==> config.mk <==
export PLATFORM = sky130hd
export DESIGN_NAME = tree_entry_stream_parser_flat
export DESIGN_NICKNAME = d
export VERILOG_FILES = /design/src/hdl/tesp_pkg.sv /design/src/hdl/tesp_if.sv /design/src/hdl/tesp_front.sv /design/src/hdl/tesp_queue.sv /design/src/hdl/tesp_back.sv /design/src/hdl/tree_entry_stream_parser.sv /design/src/flat_wrapper.sv
export SDC_FILE = /design/constraint.sdc
export NUM_CORES = 1
export LEC_CHECK = 0
export BUFFER_PORTS_ARGS = -buffer_cell sky130_fd_sc_hd__buf_2
export CORE_MARGIN = 1.5
export CORE_UTILIZATION = 35
export DETAILED_ROUTE_END_ITERATION = 7
export PLACE_DENSITY = 0.58
export SLEW_MARGIN = 20
export SYNTH_ARGS = -nofsm -noshare
export SYNTH_HDL_FRONTEND = slang
export SYNTH_SLANG_ARGS = --single-unit
==> constraint.sdc <==
create_clock -name i_clk -period 7.4 [get_ports i_clk]
set_input_delay 1.85 -clock i_clk [delete_from_list [all_inputs] [get_ports i_clk]]
set_output_delay 1.85 -clock i_clk [all_outputs]
set_load 0.02 [all_outputs]
==> src/hdl/tesp_pkg.sv <==
// Shared constants, codes and the result record of the tree entry stream parser.
`default_nettype none
package tesp_pkg;

    localparam int MAX_ENTRIES      = 1024;
    localparam int NAME_CAPACITY    = 256;
    localparam int HASH_BYTES       = 32;
    localparam int MODE_FIELD_LIMIT = 16;

    localparam int MODE_LEN_W  = $clog2(MODE_FIELD_LIMIT);
    localparam int NAME_LEN_W  = $clog2(NAME_CAPACITY);
    localparam int HASH_CNT_W  = (HASH_BYTES > 1) ? $clog2(HASH_BYTES) : 1;
    localparam int ENTRY_CNT_W = $clog2(MAX_ENTRIES + 1);
    localparam int MODE_W      = 32;

    localparam logic [7:0] ASCII_SPACE = 8'h20;
    localparam logic [7:0] ASCII_NUL   = 8'h00;
    localparam logic [7:0] ASCII_ZERO  = 8'h30;
    localparam logic [7:0] ASCII_SEVEN = 8'h37;

    typedef enum logic [2:0] {
        KIND_IGNORED   = 3'd0,
        KIND_MODE      = 3'd1,
        KIND_SEPARATOR = 3'd2,
        KIND_NAME      = 3'd3,
        KIND_HASH      = 3'd4
    } t_kind;

    typedef enum logic [1:0] {
        END_RUN = 2'd0,
        END_OK  = 2'd1,
        END_ERR = 2'd2
    } t_end;

    typedef struct packed {
        t_kind                    kind;
        logic [7:0]               byte_echo;
        logic [7:0]               position;
        logic [9:0]               entry_index;
        logic                     entry_done;
        logic [MODE_W-1:0]        mode_value;
        t_end                     end_code;
        logic [ENTRY_CNT_W-1:0]   entry_count;
    } t_result;

endpackage
`default_nettype wire

==> src/hdl/tesp_if.sv <==
// Valid/ready channel interfaces for input bytes and parse results.
`default_nettype none
interface tesp_in_if;
    logic       valid;
    logic       ready;
    logic [7:0] data_byte;
    logic       first;
    logic       final_byte;

    modport source (output valid, output data_byte, output first, output final_byte,
                    input ready);
    modport sink   (input valid, input data_byte, input first, input final_byte,
                    output ready);
endinterface

interface tesp_out_if;
    logic        valid;
    logic        ready;
    logic [2:0]  kind;
    logic [7:0]  byte_echo;
    logic [7:0]  position;
    logic [9:0]  entry_index;
    logic        entry_done;
    logic [31:0] mode_value;
    logic        finished;
    logic        status;
    logic [10:0] entries_total;
    logic        table_full;

    modport source (output valid, output kind, output byte_echo, output position,
                    output entry_index, output entry_done, output mode_value,
                    output finished, output status, output entries_total,
                    output table_full, input ready);
    modport sink   (input valid, input kind, input byte_echo, input position,
                    input entry_index, input entry_done, input mode_value,
                    input finished, input status, input entries_total,
                    input table_full, output ready);
endinterface
`default_nettype wire

==> src/hdl/tesp_front.sv <==
// Front end: accepts bytes, classifies them and advances the entry parse state.
`default_nettype none
module tesp_front (
    input  wire logic          i_clk,
    input  wire logic          i_rst_n,
    tesp_in_if.sink            i_in,
    input  wire logic          i_q_ready,
    output logic               o_q_push,
    output tesp_pkg::t_result  o_q_data
);
    import tesp_pkg::*;

    typedef enum logic [2:0] {
        PH_MODE,
        PH_NAME,
        PH_HASH,
        PH_FULL,
        PH_DONE_OK,
        PH_DONE_ERR
    } t_phase;

    localparam logic [MODE_LEN_W-1:0]  MODE_LEN_LAST  = MODE_LEN_W'(MODE_FIELD_LIMIT - 1);
    localparam logic [NAME_LEN_W-1:0]  NAME_LEN_LAST  = NAME_LEN_W'(NAME_CAPACITY - 1);
    localparam logic [HASH_CNT_W-1:0]  HASH_CNT_LAST  = HASH_CNT_W'(HASH_BYTES - 1);
    localparam logic [ENTRY_CNT_W-1:0] ENTRY_CNT_LAST = ENTRY_CNT_W'(MAX_ENTRIES - 1);

    t_phase                   r_phase,  n_phase,  c_phase;
    logic [MODE_W-1:0]        r_acc,    n_acc,    c_acc;
    logic                     r_stop,   n_stop,   c_stop;
    logic [MODE_LEN_W-1:0]    r_mlen,   n_mlen,   c_mlen;
    logic [NAME_LEN_W-1:0]    r_nlen,   n_nlen,   c_nlen;
    logic [HASH_CNT_W-1:0]    r_hcnt,   n_hcnt,   c_hcnt;
    logic [ENTRY_CNT_W-1:0]   r_ecnt,   n_ecnt,   c_ecnt;

    t_kind                    kind;
    logic [7:0]               pos;
    logic                     done;
    logic                     err;
    logic                     boundary;
    logic [MODE_W-1:0]        mode_out;

    always_comb begin
        c_phase = r_phase;
        c_acc   = r_acc;
        c_stop  = r_stop;
        c_mlen  = r_mlen;
        c_nlen  = r_nlen;
        c_hcnt  = r_hcnt;
        c_ecnt  = r_ecnt;
        if (i_in.first) begin
            c_phase = PH_MODE;
            c_acc   = '0;
            c_stop  = 1'b0;
            c_mlen  = '0;
            c_nlen  = '0;
            c_hcnt  = '0;
            c_ecnt  = '0;
        end

        n_phase  = c_phase;
        n_acc    = c_acc;
        n_stop   = c_stop;
        n_mlen   = c_mlen;
        n_nlen   = c_nlen;
        n_hcnt   = c_hcnt;
        n_ecnt   = c_ecnt;
        kind     = KIND_IGNORED;
        pos      = '0;
        done     = 1'b0;
        err      = 1'b0;
        boundary = 1'b0;
        mode_out = c_acc;

        case (c_phase)
            PH_MODE: begin
                if (i_in.data_byte == ASCII_SPACE) begin
                    kind    = KIND_SEPARATOR;
                    n_phase = PH_NAME;
                end else begin
                    kind = KIND_MODE;
                    pos  = 8'(c_mlen);
                    if (!c_stop && (i_in.data_byte inside {[ASCII_ZERO:ASCII_SEVEN]})) begin
                        n_acc = {c_acc[MODE_W-4:0], i_in.data_byte[2:0]};
                    end else begin
                        n_stop = 1'b1;
                    end
                    if (c_mlen == MODE_LEN_LAST) begin
                        err = 1'b1;
                    end else begin
                        n_mlen = c_mlen + 1'b1;
                    end
                end
                mode_out = n_acc;
            end
            PH_NAME: begin
                if (i_in.data_byte == ASCII_NUL) begin
                    kind    = KIND_SEPARATOR;
                    n_phase = PH_HASH;
                end else begin
                    kind = KIND_NAME;
                    pos  = 8'(c_nlen);
                    if (c_nlen == NAME_LEN_LAST) begin
                        err = 1'b1;
                    end else begin
                        n_nlen = c_nlen + 1'b1;
                    end
                end
            end
            PH_HASH: begin
                kind = KIND_HASH;
                pos  = 8'(c_hcnt);
                if (c_hcnt == HASH_CNT_LAST) begin
                    done    = 1'b1;
                    n_ecnt  = c_ecnt + 1'b1;
                    n_acc   = '0;
                    n_stop  = 1'b0;
                    n_mlen  = '0;
                    n_nlen  = '0;
                    n_hcnt  = '0;
                    n_phase = (c_ecnt == ENTRY_CNT_LAST) ? PH_FULL : PH_MODE;
                end else begin
                    n_hcnt = c_hcnt + 1'b1;
                end
            end
            default: ;
        endcase

        if (err) begin
            n_phase = PH_DONE_ERR;
        end else if (i_in.final_byte && (n_phase != PH_DONE_OK) && (n_phase != PH_DONE_ERR)) begin
            boundary = (n_phase == PH_FULL) || ((n_phase == PH_MODE) && (n_mlen == '0));
            n_phase  = boundary ? PH_DONE_OK : PH_DONE_ERR;
        end
    end

    assign i_in.ready = i_q_ready;
    assign o_q_push   = i_in.valid && i_q_ready;

    always_comb begin
        o_q_data.kind        = kind;
        o_q_data.byte_echo   = i_in.data_byte;
        o_q_data.position    = pos;
        o_q_data.entry_index = 10'(c_ecnt);
        o_q_data.entry_done  = done;
        o_q_data.mode_value  = mode_out;
        o_q_data.entry_count = n_ecnt;
        case (n_phase)
            PH_DONE_OK:  o_q_data.end_code = END_OK;
            PH_DONE_ERR: o_q_data.end_code = END_ERR;
            default:     o_q_data.end_code = END_RUN;
        endcase
    end

    always_ff @(posedge i_clk) begin
        if (!i_rst_n) begin
            r_phase <= PH_MODE;
            r_acc   <= '0;
            r_stop  <= 1'b0;
            r_mlen  <= '0;
            r_nlen  <= '0;
            r_hcnt  <= '0;
            r_ecnt  <= '0;
        end else if (o_q_push) begin
            r_phase <= n_phase;
            r_acc   <= n_acc;
            r_stop  <= n_stop;
            r_mlen  <= n_mlen;
            r_nlen  <= n_nlen;
            r_hcnt  <= n_hcnt;
            r_ecnt  <= n_ecnt;
        end
    end

endmodule
`default_nettype wire

==> src/hdl/tesp_queue.sv <==
// Two-entry queue of classified results between the front and back ends.
`default_nettype none
module tesp_queue (
    input  wire logic          i_clk,
    input  wire logic          i_rst_n,
    input  wire logic          i_push,
    input  wire tesp_pkg::t_result i_data,
    output logic               o_ready,
    output logic               o_valid,
    output tesp_pkg::t_result  o_data,
    input  wire logic          i_pop
);
    import tesp_pkg::*;

    t_result     r_mem [2];
    logic        r_wr_ptr, n_wr_ptr;
    logic        r_rd_ptr, n_rd_ptr;
    logic [1:0]  r_count,  n_count;
    logic        do_pop;

    assign o_ready = (r_count != 2'd2);
    assign o_valid = (r_count != 2'd0);
    assign o_data  = r_mem[r_rd_ptr];
    assign do_pop  = i_pop && o_valid;

    always_comb begin
        n_wr_ptr = i_push ? ~r_wr_ptr : r_wr_ptr;
        n_rd_ptr = do_pop ? ~r_rd_ptr : r_rd_ptr;
        n_count  = r_count + {1'b0, i_push} - {1'b0, do_pop};
    end

    always_ff @(posedge i_clk) begin
        if (!i_rst_n) begin
            r_wr_ptr <= 1'b0;
            r_rd_ptr <= 1'b0;
            r_count  <= 2'd0;
        end else begin
            r_wr_ptr <= n_wr_ptr;
            r_rd_ptr <= n_rd_ptr;
            r_count  <= n_count;
        end
    end

    always_ff @(posedge i_clk) begin
        if (i_push) begin
            r_mem[r_wr_ptr] <= i_data;
        end
    end

endmodule
`default_nettype wire

==> src/hdl/tesp_back.sv <==
// Back end: output register that decodes parse status and drives the result channel.
`default_nettype none
module tesp_back (
    input  wire logic          i_clk,
    input  wire logic          i_rst_n,
    input  wire logic          i_q_valid,
    input  wire tesp_pkg::t_result i_q_data,
    output logic               o_q_pop,
    tesp_out_if.source         o_out
);
    import tesp_pkg::*;

    localparam logic [ENTRY_CNT_W-1:0] ENTRY_LIMIT = ENTRY_CNT_W'(MAX_ENTRIES);

    logic     r_valid;
    t_result  r_beat;
    logic     load;

    assign load    = !r_valid || o_out.ready;
    assign o_q_pop = load && i_q_valid;

    assign o_out.valid         = r_valid;
    assign o_out.kind          = r_beat.kind;
    assign o_out.byte_echo     = r_beat.byte_echo;
    assign o_out.position      = r_beat.position;
    assign o_out.entry_index   = r_beat.entry_index;
    assign o_out.entry_done    = r_beat.entry_done;
    assign o_out.mode_value    = r_beat.mode_value;
    assign o_out.finished      = (r_beat.end_code != END_RUN);
    assign o_out.status        = (r_beat.end_code == END_ERR);
    assign o_out.entries_total = 11'(r_beat.entry_count);
    assign o_out.table_full    = (r_beat.entry_count >= ENTRY_LIMIT);

    always_ff @(posedge i_clk) begin
        if (!i_rst_n) begin
            r_valid <= 1'b0;
        end else if (load) begin
            r_valid <= i_q_valid;
        end
    end

    always_ff @(posedge i_clk) begin
        if (o_q_pop) begin
            r_beat <= i_q_data;
        end
    end

endmodule
`default_nettype wire

==> src/hdl/tree_entry_stream_parser.sv <==
// Top level of the tree entry stream parser: front end, result queue and output stage.
// Throughput: one byte per clock, sustained, while the result side keeps taking beats.
// A result beat is offered only after the queue write and then the output register load
// that follow the acceptance of its byte.
// Up to three results (two queued, one held at the output) ride out a stalled result side.
// Synchronous active-low reset clears the parse state, queue pointers and output valid.
`default_nettype none
module tree_entry_stream_parser (
    input  wire logic  i_clk,
    input  wire logic  i_rst_n,
    tesp_in_if.sink    i_in,
    tesp_out_if.source o_out
);
    import tesp_pkg::*;

    logic     q_ready;
    logic     q_push;
    t_result  q_wdata;
    logic     q_valid;
    t_result  q_rdata;
    logic     q_pop;

    tesp_front u_front (
        .i_clk     (i_clk),
        .i_rst_n   (i_rst_n),
        .i_in      (i_in),
        .i_q_ready (q_ready),
        .o_q_push  (q_push),
        .o_q_data  (q_wdata)
    );

    tesp_queue u_queue (
        .i_clk   (i_clk),
        .i_rst_n (i_rst_n),
        .i_push  (q_push),
        .i_data  (q_wdata),
        .o_ready (q_ready),
        .o_valid (q_valid),
        .o_data  (q_rdata),
        .i_pop   (q_pop)
    );

    tesp_back u_back (
        .i_clk     (i_clk),
        .i_rst_n   (i_rst_n),
        .i_q_valid (q_valid),
        .i_q_data  (q_rdata),
        .o_q_pop   (q_pop),
        .o_out     (o_out)
    );

endmodule
`default_nettype wire

==> src/flat_wrapper.sv <==
// flat-port wrapper written by rule: the top's interface ports become plain ports
module tree_entry_stream_parser_flat import tesp_pkg::*;
  (i_clk, i_rst_n, i_in_valid, i_in_data_byte, i_in_first, i_in_final_byte, i_in_ready, o_out_valid, o_out_kind, o_out_byte_echo, o_out_position, o_out_entry_index, o_out_entry_done, o_out_mode_value, o_out_finished, o_out_status, o_out_entries_total, o_out_table_full, o_out_ready);
  tesp_in_if i_in_i ();
  tesp_out_if o_out_i ();
  input  wire logic i_clk;
  input  wire logic i_rst_n;
  input wire logic [$bits(i_in_i.valid)-1:0] i_in_valid;
  input wire logic [$bits(i_in_i.data_byte)-1:0] i_in_data_byte;
  input wire logic [$bits(i_in_i.first)-1:0] i_in_first;
  input wire logic [$bits(i_in_i.final_byte)-1:0] i_in_final_byte;
  output wire logic [$bits(i_in_i.ready)-1:0] i_in_ready;
  output wire logic [$bits(o_out_i.valid)-1:0] o_out_valid;
  output wire logic [$bits(o_out_i.kind)-1:0] o_out_kind;
  output wire logic [$bits(o_out_i.byte_echo)-1:0] o_out_byte_echo;
  output wire logic [$bits(o_out_i.position)-1:0] o_out_position;
  output wire logic [$bits(o_out_i.entry_index)-1:0] o_out_entry_index;
  output wire logic [$bits(o_out_i.entry_done)-1:0] o_out_entry_done;
  output wire logic [$bits(o_out_i.mode_value)-1:0] o_out_mode_value;
  output wire logic [$bits(o_out_i.finished)-1:0] o_out_finished;
  output wire logic [$bits(o_out_i.status)-1:0] o_out_status;
  output wire logic [$bits(o_out_i.entries_total)-1:0] o_out_entries_total;
  output wire logic [$bits(o_out_i.table_full)-1:0] o_out_table_full;
  input wire logic [$bits(o_out_i.ready)-1:0] o_out_ready;
  assign i_in_i.valid = i_in_valid;
  assign i_in_i.data_byte = i_in_data_byte;
  assign i_in_i.first = i_in_first;
  assign i_in_i.final_byte = i_in_final_byte;
  assign i_in_ready = i_in_i.ready;
  assign o_out_valid = o_out_i.valid;
  assign o_out_kind = o_out_i.kind;
  assign o_out_byte_echo = o_out_i.byte_echo;
  assign o_out_position = o_out_i.position;
  assign o_out_entry_index = o_out_i.entry_index;
  assign o_out_entry_done = o_out_i.entry_done;
  assign o_out_mode_value = o_out_i.mode_value;
  assign o_out_finished = o_out_i.finished;
  assign o_out_status = o_out_i.status;
  assign o_out_entries_total = o_out_i.entries_total;
  assign o_out_table_full = o_out_i.table_full;
  assign o_out_i.ready = o_out_ready;
  tree_entry_stream_parser u_core (.i_clk(i_clk), .i_rst_n(i_rst_n), .i_in(i_in_i), .o_out(o_out_i));
endmodule
==> results.json <==
{
  "outcome": "finished, final reports clean",
  "antennaDiodeCount": 0,
  "worst_path_largest_cell_delay_ns": 0.67,
  "coreArea_mm2": 0.03471,
  "slew_headroom": 0.3731,
  "vdd_drop_max_mv": 0.1976,
  "cts_resized": 0,
  "cts_made_buffers": 28,
  "finalCriticalPeriod_ns": 4.691,
  "ff2ff_path_depth": 9,
  "dieArea_mm2": 0.03666,
  "die_h_um": 191.5,
  "ys.flop_type": "edfxtp_1",
  "die_width_um": 191.5,
  "synth_top_cell_by_area": "edfxtp_1",
  "synth_top_family_by_area": "simple AND/OR/NAND/NOR gates",
  "io_pins": 92,
  "leakage_uw": 0.004843,
  "overflow": 0,
  "synth.most_common_cell": "edfxtp_1",
  "cts-htree-levels": 1,
  "hold_class": "register to register",
  "track_usage": 0.1308,
  "finalMaxSlewViolations": 0,
  "wl_per_cell_um": 16.89,
  "ys_top_cells_by_count": "225 x edfxtp_1, 101 x nand2_1, 76 x mux2_2",
  "hold_depth": 2,
  "rsz0062_at_grt": "false",
  "drive_gt1_frac": 0.2533,
  "wirelength_um": 24350,
  "initial_utilization": 0.3581,
  "report.final.hold_viol_count": 0,
  "synth_edf_count": 225,
  "syn_area_mm2": 0.01243,
  "synth_area_leaders": "edfxtp_1 54%, dfxtp_1 11%, mux2_2 6.9%",
  "dr.pass1.iters": 5,
  "ys_types": 66,
  "num_vias": 7224,
  "crit_arrival_ns": 4.98,
  "grt_max_degree": 77,
  "synth_mux_area_frac": 0.07045,
  "power_density_mw_per_mm2": 349.4,
  "cts_sinks": 294,
  "fp-row-count": 68,
  "end_kind": "register",
  "layout.nets": 987,
  "clk_pin_slew_ns": 0.06,
  "finalSetupViolCount": 0,
  "fin_util": 0.3998,
  "maxCapViolations": 0,
  "vias_per_cell": 5.010,
  "ys_seq_elements": 294,
  "areaGrowthSynthToFinish_pct": 11.62,
  "clock_latency_ns": 0.54,
  "seq_area_frac_synth": 0.6546,
  "avgSynthCellArea_um2": 12.98,
  "final.period_utilization": 0.6339,
  "crit_path_top_delay_cell": "buf_2",
  "crit_chain": "buf_2 > inv_1 > and4_1 > ha_1 > nand2b_1 > a211o_1 > o211a_1 > o211ai_1 > o211ai_1 > o21ba_2",
  "path_buf_inv": 2,
  "port_buffers": 91,
  "tns_ns": 0,
  "required_ns": 7.69,
  "ant_nets": 0,
  "drc": 0,
  "yosysWarnings": 0,
  "synthAdderAreaFrac": 0.007045,
  "synthXorXnorAreaFrac": 0.009863,
  "synth_top_area_frac": 0.5435,
  "cts_tree": "yes",
  "crit_family": "buffers and inverters",
  "path_depth": 10,
  "postCtsSetupBuffers": 0,
  "worstPathMaxFanout": 49,
  "grt_pass1_wl_um": 38170,
  "hpwl_um": 14670,
  "synthesis.nets": 979,
  "syn_inst": 958,
  "worst-slew-pin-transition_ns": 0.9352,
  "antenna_found_initial": 0,
  "cts_root_buffer": "clkbuf_16",
  "path_common_cell": "o211ai_1",
  "cts.path.max_buffers": 3,
  "first_iter_violations": 467,
  "ys_async_sr_fraction": 0,
  "fmax_mhz": 213.2,
  "synth_compound_area_frac": 0.08142,
  "critPathKind": "input pin to register",
  "place.gp.congestion": 0.8100,
  "skew_ns": 0.009049,
  "grt_pass1_vias": 6851,
  "cp-start-kind": "input pin",
  "synth-simple-area-share": 0.1125,
  "ctsHoldBuffers": 0
}
## tightest hold or removal path, cell delays in order (launching register included)
cell	delay, ns
dfxtp_1	0.32
nand2_1	0.05
a21oi_1	0.05
## worst paths after layout
| check | startpoint | to | slack (ns) |
|---|---|---|---|
| worst max-delay path | i_in_first | u_core.u_queue.r_mem[1][11] | 2.71 |
| worst min-delay path | u_core.u_front.r_ecnt[1] | u_core.u_front.r_ecnt[1] | 0.47 |
| worst max register to register | u_core.u_queue.r_count[0] | u_core.u_front.r_acc[20] | 4.30 |
| worst min register to register | u_core.u_front.r_ecnt[1] | u_core.u_front.r_ecnt[1] | 0.47 |
## power by group
part / switching, uW / total, uW / internal, uW
registers: 115 / 2300 / 2180
clock network: 603 / 1550 / 947
logic: 645 / 1000 / 354
## routing by layer
layer  up-vias  GRT usage  wire length [um]
met5         -          0                 0
met4         0    0.03335               367
met3        33    0.02240              1257
met2       178     0.2040             11090
met1      3562     0.1883             11640
li1       3451          -                 -
## metrics by stage
step,std cells,setup WS (ns),power (uW),cell area (um2),hold WS [ns]
2_1_floorplan,958,0.9767,3210,12430,0.4407
6_report,1442,2.709,4848,13880,0.4708
3_3_place_gp,1389,2.205,3342,12790,0.4545
4_1_cts,1440,2.752,4912,13820,0.4717
5_1_grt,1442,2.496,5082,13880,0.4960
3_5_place_dp,1389,2.173,3339,12790,0.4615
## cells in the final DEF, fill, tap and decap left out, types with 22 or more instances in the layout
cell / netlist / final
nor2_1: 75 / 73
buf_2: 6 / 91
nor2b_1: 22 / 22
clkbuf_16: 0 / 32
a21oi_1: 57 / 57
dfxtp_1: 69 / 68
edfxtp_1: 225 / 225
a22oi_1: 37 / 37
nand2_1: 101 / 101
mux2_2: 76 / 76
## sequential cells by signal (all words and copies together), names as in the netlist, 10 cells and up
register,cells
u_core.u_back.o_out.entries_total,11
u_core.u_back.o_out.entry_index,10
u_core.u_back.o_out.mode_value,32
u_core.u_front.r_acc,32
u_core.u_front.r_ecnt,11
u_core.u_queue.r_mem,150
## kinds of logic after synthesis
kind of cell | Yosys count
muxes | 78
and+or+nand+nor | 277
DFF | 294
buffers and inverters | 132
AOI/OAI and AO/OA | 156
adders and majority gates | 7
xor gates and xnor gates | 14
## final cells by class
| type | instances | area [um2] |
|---|---|---|
| tap | 455 | 569.3 |
| clock buffer | 38 | 853.3 |
| fill | 3294 | 20840 |
| multi-input combinational | 532 | 3531 |
| inverter | 9 | 38.79 |
| timing repair buffer | 101 | 574.3 |
| clock inverter | 13 | 168.9 |
| sequential | 294 | 8142 |
(Power assumes the default switching activity.)
